## src/rtl/hsv_to_rgb_converter_core_macros.svh

```systemverilog
// ---------------------------------------------------------------------------
// hsv_to_rgb_converter_core_macros
// assertion macros used by the converter core
// ---------------------------------------------------------------------------
`ifndef HSV_TO_RGB_CONVERTER_CORE_MACROS_SVH
`define HSV_TO_RGB_CONVERTER_CORE_MACROS_SVH

// checked only out of reset
`define HSV2RGB_ASSERT(lbl, prop, msg) \
    lbl: assert property (@(posedge i_clk) disable iff (!i_rst_n) prop) else $error(msg);

// checked at every edge, reset included
`define HSV2RGB_ASSERT_ALWAYS(lbl, prop, msg) \
    lbl: assert property (@(posedge i_clk) prop) else $error(msg);

`endif

```

## src/rtl/hsv2rgb_pkg.sv

```systemverilog
// ---------------------------------------------------------------------------
// hsv2rgb_pkg
// widths, constants, types and helpers of the hsv to rgb converter
// ---------------------------------------------------------------------------
package hsv2rgb_pkg;

    localparam int HUE_W  = 13;
    localparam int PCT_IW = 15;
    localparam int PCT_W  = 14;
    localparam int REM_W  = 10;
    localparam int LVL_W  = 24;
    localparam int CHAN_W = 16;
    localparam int PROD_W = PCT_W + LVL_W;
    localparam int PSH    = 8;
    localparam int X_W    = PROD_W - PSH;
    localparam int Q_W    = CHAN_W + 1;
    localparam int M_W    = 23;
    localparam int RECIP_SHIFT = 36;

    localparam logic [HUE_W-1:0]  HUE_FULL   = 13'd5760;
    localparam logic [REM_W-1:0]  HUE_SECTOR = 10'd960;
    localparam logic [PCT_W-1:0]  PCT_FULL   = 14'd12800;
    localparam logic [LVL_W-1:0]  LEVEL_ONE  = 24'd12288000;
    localparam logic [PROD_W-1:0] ROUND_HALF = 38'd1200000;
    localparam logic [PCT_W-1:0]  DIV_K      = 14'd9375;
    localparam logic [M_W-1:0]    RECIP_M    = 23'd7330077;
    localparam logic [CHAN_W-1:0] CHAN_MAX   = 16'hffff;

    typedef enum logic [2:0] {
        SEC_0 = 3'd0,
        SEC_1 = 3'd1,
        SEC_2 = 3'd2,
        SEC_3 = 3'd3,
        SEC_4 = 3'd4,
        SEC_5 = 3'd5
    } t_sector;

    typedef struct packed {
        logic [PCT_W-1:0] val;
        logic [LVL_W-1:0] lvl_red;
        logic [LVL_W-1:0] lvl_green;
        logic [LVL_W-1:0] lvl_blue;
    } t_levels;

    function automatic logic [PCT_W-1:0] clamp_pct(input logic signed [PCT_IW-1:0] raw);
        logic [PCT_W-1:0] mag;
        mag = raw[PCT_W-1:0];
        if (raw[PCT_IW-1]) begin
            return '0;
        end
        return (mag > PCT_FULL) ? PCT_FULL : mag;
    endfunction

endpackage

```

## src/rtl/hsv2rgb_lane.sv

```systemverilog
// ---------------------------------------------------------------------------
// hsv2rgb_lane
// one channel: scale by value, divide by 2400000 with rounding, saturate
// ---------------------------------------------------------------------------
module hsv2rgb_lane import hsv2rgb_pkg::*; (
    input  logic              i_clk,
    input  logic              i_en,
    input  logic [PCT_W-1:0]  i_val,
    input  logic [LVL_W-1:0]  i_lvl,
    output logic [CHAN_W-1:0] o_chan
);

    localparam int MX_W = X_W + M_W;

    logic [PROD_W-1:0] n_prod;
    logic [PROD_W-1:0] r_prod;
    logic [X_W-1:0]    w_x;
    logic [MX_W-1:0]   w_mx;
    logic [X_W-1:0]    r_x;
    logic [Q_W-1:0]    r_qe;
    logic [X_W-1:0]    w_rem;
    logic [Q_W-1:0]    w_q;
    logic [CHAN_W-1:0] n_chan;
    logic [CHAN_W-1:0] r_chan;

    // stage 3: value times level plus half divisor
    assign n_prod = PROD_W'(i_val) * PROD_W'(i_lvl) + ROUND_HALF;

    // stage 4: quotient estimate by reciprocal, low by at most one
    assign w_x  = r_prod[PROD_W-1:PSH];
    assign w_mx = MX_W'(w_x) * MX_W'(RECIP_M);

    // stage 5: correction and saturation
    assign w_rem  = r_x - X_W'(r_qe) * X_W'(DIV_K);
    assign w_q    = (w_rem >= X_W'(DIV_K)) ? Q_W'(r_qe + Q_W'(1)) : r_qe;
    assign n_chan = w_q[Q_W-1] ? CHAN_MAX : w_q[CHAN_W-1:0];

    always_ff @(posedge i_clk) begin
        if (i_en) begin
            r_prod <= n_prod;
            r_x    <= w_x;
            r_qe   <= w_mx[RECIP_SHIFT +: Q_W];
            r_chan <= n_chan;
        end
    end

    assign o_chan = r_chan;

endmodule

```

## config.mk

```make
export PLATFORM = sky130hd
export DESIGN_NAME = hsv2rgb_lane
export DESIGN_NICKNAME = d
export VERILOG_FILES = /design/src/rtl/hsv_to_rgb_converter_core_macros.svh /design/src/rtl/hsv2rgb_pkg.sv /design/src/rtl/hsv2rgb_lane.sv
export SDC_FILE = /design/constraint.sdc
export NUM_CORES = 2
export LEC_CHECK = 0
export BUFFER_PORTS_ARGS = -buffer_cell sky130_fd_sc_hd__buf_4
export CAP_MARGIN = 20
export CELL_PAD_IN_SITES_DETAIL_PLACEMENT = 0
export CELL_PAD_IN_SITES_GLOBAL_PLACEMENT = 1
export CORE_MARGIN = 2
export CORE_UTILIZATION = 31
export CTS_CLUSTER_SIZE = 10
export DETAILED_ROUTE_END_ITERATION = 10
export PLACE_DENSITY = 0.63
export REMOVE_ABC_BUFFERS = 1
export SYNTH_ARGS = -nofsm -noshare
export SYNTH_HDL_FRONTEND = slang
export SYNTH_SLANG_ARGS = --single-unit
```

## constraint.sdc

```tcl
create_clock -name i_clk -period 10 [get_ports i_clk]
set_input_delay 1 -clock i_clk [delete_from_list [all_inputs] [get_ports i_clk]]
set_output_delay 1 -clock i_clk [all_outputs]
set_load 0.1 [all_outputs]
```

# Word level (Yosys, flattened, before mapping)
# Index checks and enable logic that the tools add are counted.
# classes
shift,0
multipliers,3
n_lt_le_gt_ge,1
n_mux,1
n_bitwise,0
div_mod_pow,0
add_sub_neg,3
eq_ne,0
reduce_logical,0
# ops
operator,n
multiplier 30 x 23 -> 53 bit (second input constant),1
adder 38 x 21 -> 38 bit (second input constant),1
multiplier 14 x 24 -> 38 bit,1
greater-or-equal comparator 30 x 14 -> 1 bit (second input constant),1
multiplier 17 x 14 -> 30 bit (second input constant),1
subtractor 30 bit,1
adder 17 x 1 -> 17 bit (second input constant),1
two-way mux 17 bit,1
# word_totals
ramBits,0
mem_count,0
latch_bits,0
rom_bits,0
regBits,101

# Logic depth before layout (Yosys ltp)
# logic_depth
ltp_word,4
ltp_mapped,27
ltp_nobuf,25

# Worst setup path after synthesis
# No wires, ideal clock.
# synth_timing
path_type,input port to flip-flop
from,input port i_val[3]
to,register r_prod[33] (data pin)
cell_stages,23
required_ps,9739
slack_ps,2710
arrival_time_ps,7029
path_cell_list,clkbuf_1 nand2_1 fa_1 inv_1 fa_1 inv_1 fa_1 inv_1 fa_1 fa_1 fa_1 ha_1 a21o_1 a21o_1 a21oi_1 a21oi_1 a2111oi_0 o2111ai_1 a31oi_1 o21a_1 o2bb2ai_1 nor3_1 a311o_1
# synth_between
elab_chain_cells,2
# synth_lines
item,line,text
"start, declared",hsv2rgb_lane.sv:8,"input logic [PCT_W-1:0] i_val,"
multiplier 14 x 24 -> 38 bit,hsv2rgb_lane.sv:27,assign n_prod = PROD_W'(i_val) * PROD_W'(i_lvl) + ROUND_HALF;
adder 38 x 21 -> 38 bit,hsv2rgb_lane.sv:27,
net n_prod[33],hsv2rgb_lane.sv:15,logic [PROD_W-1:0] n_prod;
"end signal, assigned",hsv2rgb_lane.sv:40,r_prod <= n_prod;
"end, declared",hsv2rgb_lane.sv:16,logic [PROD_W-1:0] r_prod;
# The timed path passes the listed nets, and every way through them passes these cells.
# A chain may end at the register's enable or synchronous reset.

# Worst setup path in the final report
# layout_timing
from,register r_qe[14]
to,"register r_chan[1], in the netlist o_chan[1] (data pin)"
# layout_between
elab_chain_cells,4
word_cells_on_any_way,5
cone_classes,add/sub (2); mul (1); order compare (1); mux (1)
# layout_lines
item,line,text
"start, declared",hsv2rgb_lane.sv:20,logic [Q_W-1:0] r_qe;
"start signal, assigned",hsv2rgb_lane.sv:42,r_qe <= w_mx[RECIP_SHIFT +: Q_W];
multiplier 17 x 14 -> 30 bit,hsv2rgb_lane.sv:34,assign w_rem = r_x - X_W'(r_qe) * X_W'(DIV_K);
subtractor 30 bit,hsv2rgb_lane.sv:34,
greater-or-equal comparator 30 x 14 -> 1 bit,hsv2rgb_lane.sv:35,assign w_q = (w_rem >= X_W'(DIV_K)) ? Q_W'(r_qe + Q_W'(1)) : r_qe;
two-way mux 17 bit *,hsv2rgb_lane.sv:35,
"end signal, assigned",hsv2rgb_lane.sv:43,r_chan <= n_chan;
"end, declared",hsv2rgb_lane.sv:24,logic [CHAN_W-1:0] r_chan;
# Mark *: on every way between the ends. The rest lies on a longest branch, timed or not.

==> results.txt <==
Status = complete, no violations
First-pass GRT wire length = 124000 µm
Ys flop type = edfxtp_1
Die height = 321 µm
Min Tclk post-route = 7.78 ns
Commonest non-fill, non-tap cell in the layout = inv_1
Layout area overhead = 6.76%
Worst-path maximum fanout = 27
Max clock buf depth = 2
Routed vias/inst = 4.54
Placer Congestion = 0.936
Synthesized flop and latch total = 93
Final hold vios = 0
Startpoint types = register
DRC Markers = 0
HPWL Detailed = 67800 µm
Final period util = 77.8%
1st-pass router iterations = 7
Post-route ant nets = 0
Seq/Total Area, Yosys = 8.96%
Initial drt markers = 1036
# rows = 116
# diodes = 0
DR vias = 20100
Rel. slew slack = 29.8%
Buffers on Ports = 55
Hold_buf cts = 0
Final WL = 78000 µm
I/O Pins = 56
Crit path DAT = 7.88 ns
Post-Syn Area = 0.0312 mm²
Total global-route track usage = 15.7%
R2R Path Start = r_qe[14]
Inserted Clock Buffers = 9
Max Cap Viol = 0
Vias in the first global route = 21500
Fin. max-slew vios = 0
Worst-case reg-to-reg path depth = 23
FMAX = 129 MHz
Post-Synthesis Cells = 3119
Hold endpoint = r_x[10]
Largest net degree at the start of global routing = 64
Worst Path Required = 10.10 ns
Clock sinks = 93
Synth cell types = 69
EDFF count, synth = 93
Initial core utilization = 31.2%
Skew final = 0.0122 ns
Async SR Flop Fraction = 0%
H-tree levels = 3
Top cells by area, synth = fa_1 44%, ha_1 18%, inv_1 10%
RSZ-0062 raised after global routing = no
Worst R2R End = o_chan[1]
Setup TNS = 0 ns
Nets = 4303
Core Box Area = 0.0999 mm²
CP endpoint kind = register
Crit Path Class = reg -> reg
Syn_area_per_cell = 9.99 µm²
Die area = 0.103 mm²
Clock Latency Late Sink = 0.38 ns
Worst slew pin tran = 1.05 ns
Post-CTS Setup Bufs = 0
Largest area contributor in the netlist = fa_1
Total of warnings raised by yosys = 0
Final-report setup violation count = 0
Min-delay worst type = reg -> reg
Worst hold path stage count = 0
CTS tree = done
Share of layout cells above drive strength 1 = 2.85%
CTS root buffer = clkbuf_16
Worst R2R Setup Slack = 2.22 ns
Die Wd = 321 µm
Post-CTS sizing = 0
Most frequent cells in the layout = 858 x inv_1, 680 x fa_1, 460 x ha_1
Critical hold path startpoint = r_prod[18]
Initial antenna violation count = 0
Total grt overflow = 0
Clock Pin Slew Worst Setup and Hold Paths = 0.07 ns
Routed WL per cell = 17.6 µm
Synth top area share = 43.7%
## registers in the layout (all words and copies together) (netlist names)
| signal | cells |
|---|---|
| o_chan | 16 |
| r_prod | 30 |
| r_x | 30 |
| r_qe | 17 |
## per-stage QoR
step                      cells  hold slack (ns)  util [%]  setup WS (ns)  instance area (µm²)
final                      4425            0.780      33.3           2.22                33300
after global routing       4425            0.829      33.3           1.57                33300
after CTS                  4425            0.786      33.3           2.08                33300
after detailed placement   4410            0.772      33.0           2.09                33000
after global placement     4410            0.753      33.0           2.12                33000
after floorplan            3052            0.608         -           2.93                30900
## final cells by class
cell class              instances  area (µm²)
clock inverters                 4        73.8
repair buffers                 60         450
flip-flops and latches         93        2790
well taps                    1298        1620
inverters                     858        3220
multi-input cells            2101       24900
clock buffers                  11         233
fillers                     10300       66600
## metal layers
layer  vias up  part of all wire (%)  GRT usage (%)
met1     10300                    48           22.2
met2       260                    48           25.9
met3        44                   2.9           1.63
met4         0                   1.5           3.05
li1       9517                     -              -
met5         -                     0              0
## kinds of logic (layout without fill, tap and decap cells)
kind of cell               Yosys count  in the layout  synth area share, %
muxes                                7              7                0.229
adders and majority gates         1140           1140                 62.1
AOI/OAI and AO/OA                  270            270                 5.68
xor gates and xnor gates            72             72                 2.05
and+or+nand+nor                    612            612                 9.72
DFF                                 93             93                 8.96
buffers and inverters              925            933                 11.2
## worst max-delay path: stages, from the launching register on
cell and delay (ns):
edfxtp_1 0.55, inv_1 0.39, fa_1 0.52, fa_1 0.54, inv_1 0.04, ha_1 0.27, inv_1 0.09, fa_1 0.44
fa_1 0.54, inv_1 0.05, fa_1 0.52, inv_1 0.04, ha_1 0.37, a21oi_1 0.23, o21ai_1 0.17, a221oi_1 0.32
nand2b_1 0.17, a21oi_1 0.09, a211oi_1 0.30, mux2i_1 0.13, a311oi_1 0.45, and3_1 0.93, mux2i_1 0.27, nand2_1 0.07
## worst max path at each step
| stage | startpoint | to |
|---|---|---|
| finish | r_qe[14] | o_chan[1] |
| global route | r_qe[14] | o_chan[1] |
| floorplan | i_lvl[10] | r_prod[33] |
| CTS | r_qe[14] | o_chan[1] |
| global placement | r_qe[14] | o_chan[1] |
| detailed placement | r_qe[14] | o_chan[1] |
## cells in the mapped netlist, drive strengths merged (5+ instances only)
master / number
nand4: 12
and4: 5
o21ai: 55
xor2: 23
a211oi: 11
nand2b: 11
xnor2: 49
nor3: 18
and3: 18
nand3: 36
inv: 858
or3: 7
mux2i: 6
o21a: 13
nand2: 258
fa: 680
edfxtp: 93
ha: 460
o211ai: 6
nor2: 59
or4: 7
nor2b: 24
a311oi: 6
o31ai: 7
clkbuf: 63
a21oi: 73
a31oi: 15
or2: 5
and2: 138
nor4: 6
a21o: 42
Power is left out: the tool's default activity adds up to more than one toggle a clock period on the data nets, which glitch-free logic cannot reach.
